**src/caw_pkg.sv**
```systemverilog
`timescale 1ns / 1ps
`default_nettype none

package caw_pkg;

   localparam int unsigned YearMax = 9999;

   typedef struct packed {
      logic [5:0]        now_second;
      logic [5:0]        now_minute;
      logic [4:0]        now_hour;
      logic [4:0]        now_day;
      logic [3:0]        now_month;
      logic [13:0]       now_year;
      logic signed [7:0] delta_second;
      logic signed [7:0] delta_minute;
      logic signed [7:0] delta_hour;
      logic signed [7:0] delta_day;
      logic signed [7:0] delta_month;
      logic signed [7:0] delta_year;
   } req_type;

   typedef struct packed {
      logic [5:0]  new_second;
      logic [5:0]  new_minute;
      logic [4:0]  new_hour;
      logic [4:0]  new_day;
      logic [3:0]  new_month;
      logic [13:0] new_year;
      logic [2:0]  weekday;
   } rsp_type;

   // fields wrapped, day still a raw signed sum, year saturated
   typedef struct packed {
      logic [5:0]        second;
      logic [5:0]        minute;
      logic [4:0]        hour;
      logic signed [8:0] day_sum;
      logic [3:0]        month;
      logic [13:0]       year;
   } adj_type;

   typedef struct packed {
      adj_type    adj;
      logic [6:0] cent;
   } cent_type;

   typedef struct packed {
      logic [5:0]  second;
      logic [5:0]  minute;
      logic [4:0]  hour;
      logic [4:0]  day;
      logic [3:0]  month;
      logic [13:0] year;
      logic [6:0]  yy;
      logic [1:0]  cent_lo;
      logic        leap;
   } date_type;

   typedef struct packed {
      logic [5:0]  second;
      logic [5:0]  minute;
      logic [4:0]  hour;
      logic [4:0]  day;
      logic [3:0]  month;
      logic [13:0] year;
      logic [7:0]  key_sum;
   } sum_type;

   localparam logic [2:0] KeyCommon [0:11] = '{
      3'd0, 3'd3, 3'd3, 3'd6, 3'd1, 3'd4, 3'd6, 3'd2, 3'd5, 3'd0, 3'd3, 3'd5};
   localparam logic [2:0] KeyLeap [0:11] = '{
      3'd6, 3'd2, 3'd3, 3'd6, 3'd1, 3'd4, 3'd6, 3'd2, 3'd5, 3'd0, 3'd3, 3'd5};
   localparam logic [4:0] MonthLen [0:11] = '{
      5'd31, 5'd28, 5'd31, 5'd30, 5'd31, 5'd30,
      5'd31, 5'd31, 5'd30, 5'd31, 5'd30, 5'd31};

   // 2^19 / 100 rounded up; exact quotient for any year up to 9999
   localparam logic [12:0] Recip100 = 13'd5243;

   // single wrap: below zero goes to max-1, at or above max goes to 0
   function automatic logic [5:0] wrap_once(input logic signed [8:0] v,
                                            input logic [6:0] max);
      logic signed [8:0] smax;
      logic [5:0]        res;
      smax = $signed({2'b00, max});
      if (v < 0) begin
         res = 6'(max - 7'd1);
      end else if (v >= smax) begin
         res = 6'd0;
      end else begin
         res = v[5:0];
      end
      return res;
   endfunction

endpackage

`default_nettype wire

```
**src/caw_adjust.sv**
```systemverilog
`timescale 1ns / 1ps
`default_nettype none

module caw_adjust (
   input  wire logic            clock,
   input  wire logic            reset,
   input  wire logic            in_valid,
   input  wire caw_pkg::req_type in_data,
   output logic                 in_ready,
   output logic                 out_valid,
   output caw_pkg::adj_type     out_data,
   input  wire logic            out_ready
);
   import caw_pkg::*;

   logic              valid_ff;
   adj_type           data_ff;
   adj_type           data_in;
   logic signed [8:0] sec_sum;
   logic signed [8:0] min_sum;
   logic signed [8:0] hour_sum;
   logic signed [8:0] mon_sum;
   logic signed [15:0] year_sum;
   logic [5:0]        hour_w;
   logic [5:0]        mon_w;

   assign in_ready = !valid_ff || out_ready;

   always_comb begin
      sec_sum  = $signed({3'b000, in_data.now_second}) + 9'(in_data.delta_second);
      min_sum  = $signed({3'b000, in_data.now_minute}) + 9'(in_data.delta_minute);
      hour_sum = $signed({4'b0000, in_data.now_hour}) + 9'(in_data.delta_hour);
      mon_sum  = $signed({5'b00000, in_data.now_month}) + 9'(in_data.delta_month);
      year_sum = $signed({2'b00, in_data.now_year}) + 16'(in_data.delta_year);
      hour_w   = wrap_once(hour_sum, 7'd24);
      mon_w    = wrap_once(mon_sum, 7'd12);

      data_in.second  = wrap_once(sec_sum, 7'd60);
      data_in.minute  = wrap_once(min_sum, 7'd60);
      data_in.hour    = hour_w[4:0];
      data_in.month   = mon_w[3:0];
      data_in.day_sum = $signed({4'b0000, in_data.now_day}) + 9'(in_data.delta_day);
      // saturate year to the four-digit range
      if (year_sum < 0) begin
         data_in.year = 14'd0;
      end else if (year_sum > $signed(16'(YearMax))) begin
         data_in.year = 14'(YearMax);
      end else begin
         data_in.year = year_sum[13:0];
      end
   end

   always_ff @(posedge clock) begin
      if (reset) begin
         valid_ff <= 1'b0;
      end else if (in_ready) begin
         valid_ff <= in_valid;
      end
   end

   always_ff @(posedge clock) begin
      if (in_ready && in_valid) begin
         data_ff <= data_in;
      end
   end

   assign out_valid = valid_ff;
   assign out_data  = data_ff;

endmodule

`default_nettype wire

```
**src/caw_date.sv**
```systemverilog
`timescale 1ns / 1ps
`default_nettype none

module caw_date (
   input  wire logic             clock,
   input  wire logic             reset,
   input  wire logic             in_valid,
   input  wire caw_pkg::adj_type in_data,
   output logic                  in_ready,
   output logic                  out_valid,
   output caw_pkg::date_type     out_data,
   input  wire logic             out_ready
);
   import caw_pkg::*;

   logic        cent_valid_ff;
   cent_type    cent_ff;
   cent_type    cent_in;
   logic        date_valid_ff;
   date_type    date_ff;
   date_type    date_in;
   logic        cent_ready;
   logic        date_ready;
   logic [25:0] prod;
   logic [13:0] hundreds;
   logic [13:0] rem;
   logic        leap;
   logic [4:0]  last_day;

   assign date_ready = !date_valid_ff || out_ready;
   assign cent_ready = !cent_valid_ff || date_ready;
   assign in_ready   = cent_ready;

   // century by reciprocal multiply
   always_comb begin
      prod         = 26'(in_data.year) * 26'(Recip100);
      cent_in.adj  = in_data;
      cent_in.cent = prod[25:19];
   end

   // year within century, leap rule, day fix-up
   always_comb begin
      hundreds = 14'(cent_ff.cent) * 14'd100;
      rem      = cent_ff.adj.year - hundreds;
      if (rem[6:0] == 7'd0) begin
         leap = (cent_ff.cent[1:0] == 2'd0);
      end else begin
         leap = (rem[1:0] == 2'd0);
      end
      last_day = MonthLen[cent_ff.adj.month];
      if (cent_ff.adj.month == 4'd1 && leap) begin
         last_day = last_day + 5'd1;
      end

      date_in.second  = cent_ff.adj.second;
      date_in.minute  = cent_ff.adj.minute;
      date_in.hour    = cent_ff.adj.hour;
      date_in.month   = cent_ff.adj.month;
      date_in.year    = cent_ff.adj.year;
      date_in.yy      = rem[6:0];
      date_in.cent_lo = cent_ff.cent[1:0];
      date_in.leap    = leap;
      if (cent_ff.adj.day_sum <= 0) begin
         date_in.day = last_day;
      end else if (cent_ff.adj.day_sum > $signed({4'b0000, last_day})) begin
         date_in.day = 5'd1;
      end else begin
         date_in.day = cent_ff.adj.day_sum[4:0];
      end
   end

   always_ff @(posedge clock) begin
      if (reset) begin
         cent_valid_ff <= 1'b0;
         date_valid_ff <= 1'b0;
      end else begin
         if (cent_ready) begin
            cent_valid_ff <= in_valid;
         end
         if (date_ready) begin
            date_valid_ff <= cent_valid_ff;
         end
      end
   end

   always_ff @(posedge clock) begin
      if (cent_ready && in_valid) begin
         cent_ff <= cent_in;
      end
      if (date_ready && cent_valid_ff) begin
         date_ff <= date_in;
      end
   end

   assign out_valid = date_valid_ff;
   assign out_data  = date_ff;

endmodule

`default_nettype wire

```
**src/caw_weekday.sv**
```systemverilog
`timescale 1ns / 1ps
`default_nettype none

module caw_weekday (
   input  wire logic              clock,
   input  wire logic              reset,
   input  wire logic              in_valid,
   input  wire caw_pkg::date_type in_data,
   output logic                   in_ready,
   output logic                   out_valid,
   output caw_pkg::rsp_type       out_data,
   input  wire logic              out_ready
);
   import caw_pkg::*;

   logic       sum_valid_ff;
   sum_type    sum_ff;
   sum_type    sum_in;
   logic       rsp_valid_ff;
   rsp_type    rsp_ff;
   rsp_type    rsp_in;
   logic       sum_ready;
   logic       rsp_ready;
   logic [2:0] month_key;
   logic [2:0] cent_key;
   logic [6:0] fold1;
   logic [3:0] fold2;
   logic [3:0] fold3;

   assign rsp_ready = !rsp_valid_ff || out_ready;
   assign sum_ready = !sum_valid_ff || rsp_ready;
   assign in_ready  = sum_ready;

   always_comb begin
      month_key = in_data.leap ? KeyLeap[in_data.month] : KeyCommon[in_data.month];
      cent_key  = 3'({2'b11 - in_data.cent_lo, 1'b0});

      sum_in.second  = in_data.second;
      sum_in.minute  = in_data.minute;
      sum_in.hour    = in_data.hour;
      sum_in.day     = in_data.day;
      sum_in.month   = in_data.month;
      sum_in.year    = in_data.year;
      sum_in.key_sum = 8'(in_data.day) + 8'(month_key) + 8'(in_data.yy)
                     + 8'(in_data.yy[6:2]) + 8'(cent_key);
   end

   // mod 7 by folding: 64 and 8 are both 1 mod 7
   always_comb begin
      fold1 = 7'(sum_ff.key_sum[7:6]) + 7'(sum_ff.key_sum[5:0]);
      fold2 = 4'(fold1[6:3]) + 4'(fold1[2:0]);
      fold3 = (fold2 >= 4'd7) ? fold2 - 4'd7 : fold2;

      rsp_in.new_second = sum_ff.second;
      rsp_in.new_minute = sum_ff.minute;
      rsp_in.new_hour   = sum_ff.hour;
      rsp_in.new_day    = sum_ff.day;
      rsp_in.new_month  = sum_ff.month;
      rsp_in.new_year   = sum_ff.year;
      rsp_in.weekday    = (fold3 >= 4'd7) ? 3'(fold3 - 4'd7) : fold3[2:0];
   end

   always_ff @(posedge clock) begin
      if (reset) begin
         sum_valid_ff <= 1'b0;
         rsp_valid_ff <= 1'b0;
      end else begin
         if (sum_ready) begin
            sum_valid_ff <= in_valid;
         end
         if (rsp_ready) begin
            rsp_valid_ff <= sum_valid_ff;
         end
      end
   end

   always_ff @(posedge clock) begin
      if (sum_ready && in_valid) begin
         sum_ff <= sum_in;
      end
      if (rsp_ready && sum_valid_ff) begin
         rsp_ff <= rsp_in;
      end
   end

   assign out_valid = rsp_valid_ff;
   assign out_data  = rsp_ff;

endmodule

`default_nettype wire

```
**src/calendar_adjust_weekday.sv**
```systemverilog
// An accepted request beat reaches its response beat through the registered stages below.
// Throughput: one beat per cycle while rsp_stall is low; stages are field add/wrap, century multiply,
// leap and day fix-up, weekday key sum, and mod-7 reduction.
// A stage holds only while its successor is full and the response is stalled.
// Reset (synchronous, active high) empties every stage; payload is not cleared.
`timescale 1ns / 1ps
`default_nettype none

module calendar_adjust_weekday (
   input  wire logic              clock,
   input  wire logic              reset,
   input  wire logic              req_valid,
   input  wire caw_pkg::req_type  req_data,
   output logic                   req_stall,
   output logic                   rsp_valid,
   output caw_pkg::rsp_type       rsp_data,
   input  wire logic              rsp_stall
);
   import caw_pkg::*;

   logic     adj_valid;
   adj_type  adj_data;
   logic     adj_ready;
   logic     date_valid;
   date_type date_data;
   logic     date_ready;
   logic     req_ready;

   assign req_stall = !req_ready;

   caw_adjust u_adjust (
      .clock     (clock),
      .reset     (reset),
      .in_valid  (req_valid),
      .in_data   (req_data),
      .in_ready  (req_ready),
      .out_valid (adj_valid),
      .out_data  (adj_data),
      .out_ready (adj_ready)
   );

   caw_date u_date (
      .clock     (clock),
      .reset     (reset),
      .in_valid  (adj_valid),
      .in_data   (adj_data),
      .in_ready  (adj_ready),
      .out_valid (date_valid),
      .out_data  (date_data),
      .out_ready (date_ready)
   );

   caw_weekday u_weekday (
      .clock     (clock),
      .reset     (reset),
      .in_valid  (date_valid),
      .in_data   (date_data),
      .in_ready  (date_ready),
      .out_valid (rsp_valid),
      .out_data  (rsp_data),
      .out_ready (!rsp_stall)
   );

   // backpressure reaches the request side only when every stage is full
   a_stall_full: assert property (@(posedge clock) disable iff (reset)
      req_stall |-> (rsp_valid && rsp_stall && adj_valid && date_valid))
      else $error("request stalled with an empty stage");

   a_rsp_range: assert property (@(posedge clock) disable iff (reset)
      rsp_valid |-> (rsp_data.new_second < 6'd60 && rsp_data.new_minute < 6'd60
                     && rsp_data.new_hour < 5'd24 && rsp_data.new_month < 4'd12
                     && rsp_data.new_day != 5'd0 && rsp_data.weekday < 3'd7
                     && rsp_data.new_year <= 14'd9999))
      else $error("response field out of range");

   a_reset_empty: assert property (@(posedge clock)
      $past(reset) |-> !rsp_valid)
      else $error("response valid right after reset");

endmodule

`default_nettype wire

```
**config.mk**
```make
export PLATFORM = sky130hd
export DESIGN_NAME = calendar_adjust_weekday
export DESIGN_NICKNAME = d
export VERILOG_FILES = /design/src/caw_pkg.sv /design/src/caw_adjust.sv /design/src/caw_date.sv /design/src/caw_weekday.sv /design/src/calendar_adjust_weekday.sv
export SDC_FILE = /design/constraint.sdc
export NUM_CORES = 1
export LEC_CHECK = 0
export BUFFER_PORTS_ARGS = -buffer_cell sky130_fd_sc_hd__buf_2
export CAP_MARGIN = 40
export CORE_MARGIN = 5
export CORE_UTILIZATION = 55
export CTS_CLUSTER_DIAMETER = 100
export DETAILED_ROUTE_END_ITERATION = 8
export PLACE_DENSITY = 0.78
export SYNTH_ARGS = -nofsm -noshare
export SYNTH_HDL_FRONTEND = slang
export SYNTH_HIERARCHICAL = 1
export SYNTH_SLANG_ARGS = --single-unit
```
**constraint.sdc**
```tcl
create_clock -name clock -period 4.7 [get_ports clock]
set_input_delay 0.705 -clock clock [delete_from_list [all_inputs] [get_ports clock]]
set_output_delay 0.705 -clock clock [all_outputs]
set_load 0.02 [all_outputs]
```
---- After elaboration in Yosys (flattened, before gate mapping) ----
Memories as Yosys holds them, arrays and structs flattened.
Cells that the tools add are included.
storage, ports and cells
  bits in registers ....................... 241
  memory bits (read-only) ................. 176
  input bits .............................. 92
  output and inout bits ................... 45
  memories kept ........................... 3
cells by class
  add/subtract/negate cells ............... 17
  $mul .................................... 2
  order comparisons ....................... 16
  equality and inequality tests ........... 1
  multiplexer cells ....................... 18
  bitwise operators ....................... 2
  reductions and logical operators ........ 26
memory list
  name             depth  width  read ports  clocked after Yosys merged registers in  wr ports  RTL line           source
  (no name shown)  16     5      1           0                                        0         caw_date.sv:50     last_day = MonthLen[cent_ff.adj.month];
  (no name shown)  16     3      1           0                                        0         caw_weekday.sv:35  month_key = in_data.leap ? KeyLeap[in_data.month] : KeyCommon[in_data.month];
  (no name shown)  16     3      1           0                                        0         caw_weekday.sv:35
operators with widths
  cell                                                                                 number
  9-bit by 1-bit < comparator with 1-bit output, second input constant                 4
  5-bit 2-to-1 mux                                                                     6
  14-bit by 13-bit multiplier with 26-bit output, second input constant                1
  6-bit by 8-bit adder with 9-bit output                                               2
  7-bit by 8-bit adder with 9-bit output                                               2
  9-bit by 7-bit greater-or-equal comparator with 1-bit output, second input constant  2
  3-bit 2-to-1 mux                                                                     6
  15-bit by 8-bit adder with 16-bit output                                             1
  16-bit by 15-bit > comparator with 1-bit output, second input constant               1
  16-bit by 1-bit < comparator with 1-bit output, second input constant                1
  14-bit 2-to-1 mux                                                                    1
  6-bit 2-to-1 mux                                                                     2
  5-bit greater-or-equal comparator, second input constant                             2
  4-bit NOT with 5-bit output                                                          2
  2-bit OR reduction                                                                   5
  5-bit by 8-bit adder with 9-bit output                                               1
  9-bit by 5-bit greater-or-equal comparator with 1-bit output, second input constant  1
  9-bit by 6-bit greater-or-equal comparator with 1-bit output, second input constant  1
  9-bit by 6-bit > comparator with 1-bit output                                        1
  9-bit by 1-bit less-or-equal comparator with 1-bit output, second input constant     1
  8-bit by 3-bit adder with 8-bit output                                               1
  8-bit by 5-bit adder with 8-bit output                                               1
  8-bit by 7-bit adder with 8-bit output                                               1
  4-bit by 3-bit greater-or-equal comparator with 1-bit output, second input constant  2
  17 further kinds                                                                     34

---- Depth between registers and ports, before layout ----
Gate-level depths: netlist of run 1.
  word-level depth ........................ 9
  mapped depth ............................ 17
  depth with buffers taken out ............ 17

---- By module ----
The synthesis of run 1 kept the hierarchy.
modules (own cells, without submodules)
  module                   times used  cells each  area an instance (um^2)  sequential area each (um^2)
  caw_date                 1           517         6749.0                   2952.8
  caw_adjust               1           416         3995.1                   1341.3
  caw_weekday              1           224         3936.3                   2772.7
  calendar_adjust_weekday  1           2           7.5                      0.0

---- Worst setup path after synthesis of run 1 ----
Ideal clock, no wire load.
  path kind ............................... register to register
  start point ............................. register u_adjust.data_ff (netlist bit u_adjust/out_data[11])
  end point ............................... register u_date/cent_ff[1] (netlist name) (data pin)
  setup time .............................. 0.256 ns
  arrival time ............................ 4.406 ns
  data required time ...................... 4.444 ns
  slack ................................... 0.038 ns
  stages on the path, launching flop included .. 15
  period minus slack after synthesis ...... 4.662 ns
  cells stage by stage .................... edfxtp_1 > ha_1 > fa_1 > fa_1 > fa_1 > inv_1 > fa_1 > inv_1 > ha_1 > nand2_1 > or3_4 > a311oi_2 > o21bai_2 > a31o_1 > and2_2
on the way
  word-level cells in the longest chain between the ends .. 1
ends and longest elaborated chain
  element                                         RTL line          source
  start, declared                                 caw_adjust.sv:17  adj_type data_ff;
  start signal, assigned                          caw_adjust.sv:63  data_ff <= data_in;
  14-bit by 13-bit multiplier with 26-bit output  caw_date.sv:36    prod = 26'(in_data.year) * 26'(Recip100);
  named net u_date.prod[20]                       caw_date.sv:24    logic [25:0] prod;
  end signal, assigned                            caw_date.sv:88    cent_ff <= cent_in;
  end, declared                                   caw_date.sv:17    cent_type cent_ff;
The timed path passes the listed nets, and every way through them passes these cells.
A chain may end at the register's enable or synchronous reset.

---- Worst setup path after layout of run 1 ----
  start point ............................. register u_adjust.data_ff (netlist bit u_adjust/out_data[9])
  end point ............................... register u_date/cent_ff[1] (netlist name) (data pin)
Same word-level chain as after synthesis.

==> results.json, run 1 <==
{
  "maxCapViolCount": 0,
  "finalCritPeriodShare_pct": 101,
  "cts.sinks": 237,
  "maxSlewHeadroom_pct": 54.7,
  "hold_violations": 0,
  "synth_seq_area_share_pct": 48.1,
  "synth_ff_type": "edfxtp_1",
  "ys_types": 91,
  "hold_path.startpoint": "reset",
  "power_density_mw_per_mm2": 672,
  "worst_clock_skew_ps": 9.40,
  "clk_pin_slew_ps": 70,
  "htreeDepth": 1,
  "worst_pin_slew_ps": 680,
  "cp-startpoint": "u_adjust/out_data[9]",
  "async_flop_share_pct": 0,
  "max_stage_delay_ps": 620,
  "synth_edf_count": 232,
  "grt_max_degree": 50,
  "yosys.area_share.simple_pct": 7.31,
  "seq_area_mm2": 0.00707,
  "violations": "setup timing",
  "multi_input_area_mm2": 0.00703,
  "synthXorXnorAreaFrac_pct": 3.14,
  "clk_latency_ps": 520,
  "cts_root_buffer": "clkbuf_16",
  "path_max_fanout": 5,
  "critPathLaunchType": "flop",
  "dp_hpwl_um": 21300,
  "areaGrowthSynthToFinish_pct": 15.9,
  "dr.pass1.iters": 5,
  "synth_area_per_cell_um2": 12.7,
  "fp.coreArea_mm2": 0.0262,
  "outcome": "finished, violations left",
  "fin_cells": 1697,
  "reg2reg_from": "u_adjust/out_data[9]",
  "grt_overflow_total": 0,
  "vias_per_cell": 5.45,
  "ir_drop_uv": 623,
  "syn_inst": 1159,
  "pre_cts_ws_ps": -69.0,
  "rsz0062_at_grt": "yes",
  "ios": 137,
  "setup_viol": 1,
  "power.total_mw": 11.4,
  "crit_chain": "fa_1 > ha_4 > fa_1 > fa_1 > inv_2 > fa_1 > inv_2 > ha_4 > nand2_2 > or3_4 > a311oi_2 > o21bai_2 > a31o_1 > and2_2",
  "drtIter0Drc": 454,
  "synthAdderAreaFrac_pct": 25.0,
  "fp.dieW_um": 173,
  "antenna_found_initial": 1,
  "grt_pass1_wl_um": 44700,
  "maxSlewViolCount": 0,
  "slowest_stage": "fa_1",
  "placedCellCount": 1642,
  "grt_pass1_vias": 9323,
  "crit_type": "reg2reg",
  "dpl_cell_area_mm2": 0.0159,
  "fp-row-count": 59,
  "vias": 9252,
  "cp.arrival_ps": 5010,
  "grt_usage_pct": 17.9,
  "cts_buffer_depth": 3,
  "ant_nets": 0,
  "fillers": 1873,
  "cts_buffers": 24,
  "syn_area_mm2": 0.0147,
  "synth-compound-area-share_pct": 10.4,
  "hp-class": "in2reg",
  "diodes": 0,
  "gp_congestion": 0.913,
  "cp-end-kind": "flop",
  "p_leak_nw": 7.31,
  "synth_top_family_by_area": "adder cells",
  "drive_gt1_share_pct": 20.4,
  "synth_fp_nets": 1496,
  "tritoncts": "built",
  "r2r_slack_ps": -30,
  "finalWorstSetupSlack_ps": -29.4,
  "synthMuxAreaShare_pct": 0.605,
  "design_area_mm2": 0.0170,
  "cp_common_cell": "fa_1",
  "dieHeight_um": 173,
  "cp.required_ps": 4980,
  "max_freq_mhz": 211,
  "post-route-min-period_ps": 4730,
  "wl_per_cell_um": 16.6,
  "nets": 1681,
  "synth_seq_cells": 237,
  "die-area_mm2": 0.0301,
  "totalWireLength_um": 28100,
  "portBuffers": 136,
  "hold_buffers": 0,
  "initial_utilization_pct": 56.0,
  "drcViolationCount": 0,
  "yosysWarnings": 6
}
==> final cells by class <==
cell class	instances	area share [%]
sequential	237	41.5
multi-input combinational	727	41.3
timing repair buffer	172	5.99
inverter	182	4.01
clock buffer	34	3.98
tap	335	2.46
clock inverter	10	0.691
==> placed cells by master, fill, tap and decap left out, types with 5 or more instances in the layout <==
master     Yosys  final
a211oi_1       7      6
a21o_1        25     25
a21oi_1       69     69
and2_1         8      5
and2_2         3      5
and3_1         9      9
buf_2          1    136
buf_4          2     27
buf_6          2      5
clkbuf_1       3      6
clkbuf_16      0     24
dfxtp_1        5      5
edfxtp_1     232    232
fa_1          81     79
ha_1         164    150
ha_4           0     12
inv_1        181    174
inv_2          1      8
nand2_1       43     41
nand2b_1       5      5
nand3_1       15     15
nand4_1        6      6
nor2_1        45     44
nor2b_1       12     10
nor3_1        20     19
nor3b_1        6      6
nor4_1         7      7
o211ai_1       5      5
o21a_1        13     13
o21ai_0       31     30
o21bai_1       7      7
or3_1          5      5
xnor2_1       30     30
xor2_1        19     19
==> synth_stat cells, types with 3 or more instances <==
| cell type | count | area (um^2) |
|---|---|---|
| edfxtp_1 | 232 | 6970 |
| inv_1 | 181 | 679 |
| ha_1 | 164 | 2050 |
| fa_1 | 81 | 1620 |
| a21oi_1 | 69 | 345 |
| nor2_1 | 45 | 169 |
| nand2_1 | 43 | 161 |
| o21ai_0 | 31 | 155 |
| xnor2_1 | 30 | 263 |
| a21o_1 | 25 | 188 |
| nor3_1 | 20 | 100 |
| xor2_1 | 19 | 166 |
| nand3_1 | 15 | 75.1 |
| o21a_1 | 13 | 97.6 |
| nor2b_1 | 12 | 75.1 |
| and3_1 | 9 | 56.3 |
| and2_1 | 8 | 50.1 |
| a211oi_1 | 7 | 52.6 |
| nor4_1 | 7 | 43.8 |
| o21bai_1 | 7 | 52.6 |
| nand4_1 | 6 | 37.5 |
| nor3b_1 | 6 | 45.0 |
| dfxtp_1 | 5 | 100 |
| nand2b_1 | 5 | 31.3 |
| o211ai_1 | 5 | 37.5 |
| or3_1 | 5 | 31.3 |
| a31oi_1 | 4 | 25.0 |
| clkbuf_8 | 4 | 55.1 |
| mux2i_1 | 4 | 40.0 |
| o31a_1 | 4 | 35.0 |
| o31ai_1 | 4 | 30.0 |
| a21boi_0 | 3 | 22.5 |
| a221oi_1 | 3 | 26.3 |
| a311oi_1 | 3 | 26.3 |
| and2_2 | 3 | 22.5 |
| clkbuf_1 | 3 | 11.3 |
| mux2_2 | 3 | 33.8 |
| o211a_1 | 3 | 30.0 |
| o22ai_1 | 3 | 18.8 |
| o2bb2ai_1 | 3 | 26.3 |
==> worst paths after layout <==
kind,cells past startpoint,end
hold reg to reg,0,u_weekday/out_data[7]
setup / recovery,14,u_date/cent_ff[1]
hold / removal,2,u_date/out_valid
setup reg to reg,14,u_date/cent_ff[1]
==> metrics by stage <==
step	hold WS, ps	util, %	TNS [ps]
4_1_cts	376	64.1	0
2_1_floorplan	400	-	0
6_report	403	64.9	-29.4
5_1_grt	399	64.9	-493
3_3_place_gp	400	60.6	-5.98
3_5_place_dp	405	60.8	-103
==> worst max-delay path: cells and delay by family, from the launching register on <==
| family | cells | cell delay [ps] |
|---|---|---|
| adder cells (fa/ha/maj) | 6 | 2700 |
| AO/OA/AOI/OAI | 3 | 570 |
| flip-flops | 1 | 530 |
| buffers and inverters | 2 | 100 |
| AND/OR/NAND/NOR | 3 | 590 |
==> routing by layer <==
metal / global-route usage [%] / up-vias / wire, um
li1: - / 4510 / -
met1: 22.5 / 4517 / 11600
met2: 32.6 / 175 / 14700
met3: 2.73 / 48 / 997
met4: 4.49 / 2 / 735
met5: 0 / - / 19
==> where the power goes <==
group	switching (mW)	total, mW	leakage, nW	internal (mW)
clock network	0.778	1.90	0.382	1.12
logic	3.71	6.90	4.74	3.19
registers	0.0749	2.64	2.19	2.57
total	4.56	11.4	7.31	6.88
==> repair_timing <==
action	in CTS	in global routing
setup buffers	3	8
gates resized for setup	8	29
pin swaps	8	14
setup endpoints to repair	2	5
==> sequential cells by signal, summed over array words and instances (netlist names) <==
register	cells
u_date/cent_ff	49
u_adjust/out_data	44
u_weekday/out_data	43
u_weekday/out_valid	1
u_weekday/rsp_in	40
u_weekday/sum_ff	8
u_date/cent_valid_ff	1
u_weekday/sum_valid_ff	1
u_adjust/out_valid	1
u_date/out_data	48
u_date/out_valid	1
==> cell families (layout without fill, tap and decap cells) <==
| logic type | after synthesis | in the layout |
|---|---|---|
| adders and majority gates | 245 | 245 |
| buffers and inverters | 195 | 398 |
| and+or+nand+nor | 203 | 203 |
| DFF | 237 | 237 |
| AOI/OAI and AO/OA | 220 | 220 |
| muxes | 8 | 8 |
| xor gates and xnor gates | 51 | 51 |
(Power assumes the default switching activity.)
==> run 2, diff against run 1 <==
--- a/config.mk
+++ b/config.mk
@@ -8,10 +8,10 @@
 export BUFFER_PORTS_ARGS = -buffer_cell sky130_fd_sc_hd__buf_2
 export CAP_MARGIN = 40
 export CORE_MARGIN = 5
-export CORE_UTILIZATION = 55
+export CORE_UTILIZATION = 61
 export CTS_CLUSTER_DIAMETER = 100
 export DETAILED_ROUTE_END_ITERATION = 8
-export PLACE_DENSITY = 0.78
+export PLACE_DENSITY = 0.82
 export SYNTH_ARGS = -nofsm -noshare
 export SYNTH_HDL_FRONTEND = slang
 export SYNTH_HIERARCHICAL = 1
==> constraint.sdc (replaced) <==
create_clock -name clock -period 4.5 [get_ports clock]
set_input_delay 0.675 -clock clock [delete_from_list [all_inputs] [get_ports clock]]
set_output_delay 0.675 -clock clock [all_outputs]
set_load 0.02 [all_outputs]
==> results.json, run 2 (same netlist as run 1, synthesis figures left out) <==
{
  "ant_nets": 0,
  "drive_gt1_share_pct": 21.0,
  "cts_buffers": 23,
  "finalCritPeriodShare_pct": 101,
  "ios": 137,
  "rsz0062_at_grt": "yes",
  "gp_congestion": 0.889,
  "whs_endpoint": "u_date/out_valid",
  "crit_type": "reg2reg",
  "fin_hold_ws_ps": 409,
  "hold_buffers": 0,
  "power.total_mw": 11.5,
  "hold_violations": 0,
  "cp.required_ps": 4840,
  "dieHeight_um": 165,
  "vias": 9307,
  "dp_hpwl_um": 21500,
  "hp-class": "in2reg",
  "cts_root_buffer": "clkbuf_16",
  "fp-row-count": 56,
  "crit_chain": "buf_6 > fa_1 > ha_1 > inv_1 > fa_1 > inv_1 > fa_1 > inv_1 > fa_1 > inv_1 > ha_4 > nand4_1 > nor2_2 > a32oi_2 > and2_4 > a31o_1 > a211oi_2",
  "whs_path_depth": 2,
  "setup_viol": 2,
  "tritoncts": "built",
  "ir_drop_uv": 822,
  "die-area_mm2": 0.0273,
  "clk_pin_slew_ps": 60,
  "drtIter0Drc": 526,
  "design_area_mm2": 0.0170,
  "grt_overflow_total": 0,
  "violations": "setup timing",
  "dpl_cell_area_mm2": 0.0161,
  "totalWireLength_um": 27600,
  "areaGrowthSynthToFinish_pct": 15.6,
  "regMostFlops": "u_date/cent_ff",
  "maxCapViolCount": 0,
  "final_common_cell": "edfxtp_1",
  "cp_top_family": "adder cells",
  "dr.pass1.iters": 7,
  "nets": 1694,
  "cp-end-kind": "flop",
  "finalWorstSetupSlack_ps": -33.5,
  "clk_latency_ps": 500,
  "rr_endpoint": "u_date/cent_ff[2]",
  "max_stage_delay_ps": 530,
  "outcome": "finished, violations left",
  "grt_usage_pct": 20.5,
  "maxSlewViolCount": 0,
  "reg2reg_from": "u_adjust/out_data[9]",
  "wl_per_cell_um": 16.3,
  "cp.arrival_ps": 4880,
  "power_density_mw_per_mm2": 677,
  "portBuffers": 136,
  "fp.coreArea_mm2": 0.0236,
  "cts.sinks": 237,
  "fp.dieW_um": 165,
  "drcViolationCount": 0,
  "maxSlewHeadroom_pct": 48.4,
  "worst_clock_skew_ps": 12.0,
  "grt_max_degree": 49,
  "vias_per_cell": 5.50,
  "worst_pin_slew_ps": 772,
  "ff2ff_path_depth": 17,
  "layout_common_cells": "232 x edfxtp_1, 173 x inv_1, 149 x ha_1",
  "max_freq_mhz": 221,
  "setup_tns_ps": -65.0,
  "r2r_slack_ps": -30,
  "htreeDepth": 1,
  "antenna_found_initial": 0,
  "grt_pass1_wl_um": 45100,
  "hold_path.startpoint": "reset",
  "cts_buffer_depth": 3,
  "p_leak_nw": 7.33,
  "diodes": 0,
  "pre_cts_ws_ps": -169,
  "slowest_stage": "fa_1",
  "largest_reg_flops": 49,
  "critPathLaunchType": "flop",
  "initial_utilization_pct": 62.2,
  "grt_pass1_vias": 9486,
  "critPathBufInv": 5,
  "post-route-min-period_ps": 4530,
  "path_max_fanout": 5
}
[run 2: how the worst max path moves through the flow]
stage | end | slack [ps] | startpoint | depth (start not counted)
6_report | u_date/cent_ff[2] | -30 | u_adjust/out_data[9] | 17
5_1_grt | u_date/cent_ff[2] | -210 | u_adjust/out_data[6] | 15
4_1_cts | u_date/cent_ff[1] | -30 | u_adjust/out_data[9] | 15
3_5_place_dp | u_date/cent_ff[1] | -170 | u_adjust/out_data[8] | 16
3_3_place_gp | u_date/cent_ff[1] | -70 | u_adjust/out_data[8] | 14
2_1_floorplan | u_date/cent_ff[1] | 3 | u_adjust/out_data[11] | 14
[run 2: power by group]
group | leakage, nW | switching [mW] | internal (mW)
clock | 0.330 | 0.782 | 0.966
sequential | 2.19 | 0.0698 | 2.68
combinational | 4.81 | 3.72 | 3.28
total | 7.33 | 4.57 | 6.93
[run 2: layout make-up]
class | instances | area [um^2]
Clock buffer | 29 | 608
Clock inverter | 13 | 80.1
Fill cell | 1588 | 6640
Inverter | 182 | 683
Multi-Input combinational cell | 727 | 7020
Sequential cell | 237 | 7070
Tap cell | 319 | 399
Timing Repair Buffer | 186 | 1120
[run 2: metal layers]
metal | GRT usage (%) | vias up | routed length (um)
met5 | 0 | - | 0
met3 | 3.05 | 59 | 1500
li1 | - | 4534 | -
met1 | 26.0 | 4477 | 11000
met4 | 6.09 | 0 | 775
met2 | 36.7 | 237 | 14300
[run 2: per-stage QoR]
stage	cells	util (%)
2_1_floorplan	1159	-
3_3_place_gp	1637	67.7
3_5_place_dp	1640	68.0
4_1_cts	1688	71.4
5_1_grt	1693	71.9
6_report	1693	71.9
[run 2: timing repair]
item	CTS	global route
gates resized for setup	14	15
setup buffers	6	5
endpoints found under the setup margin	4	6
pin swaps	12	16
gates cloned	0	0
[run 2: worst register-to-register path, cell delays in order (launching register included)]
cell	delay (ps)
edfxtp_1	400
buf_6	160
fa_1	470
ha_1	290
inv_1	50
fa_1	470
inv_1	50
fa_1	530
inv_1	50
fa_1	530
inv_1	60
ha_4	270
nand4_1	170
nor2_2	180
a32oi_2	70
and2_4	170
a31o_1	230
a211oi_2	220
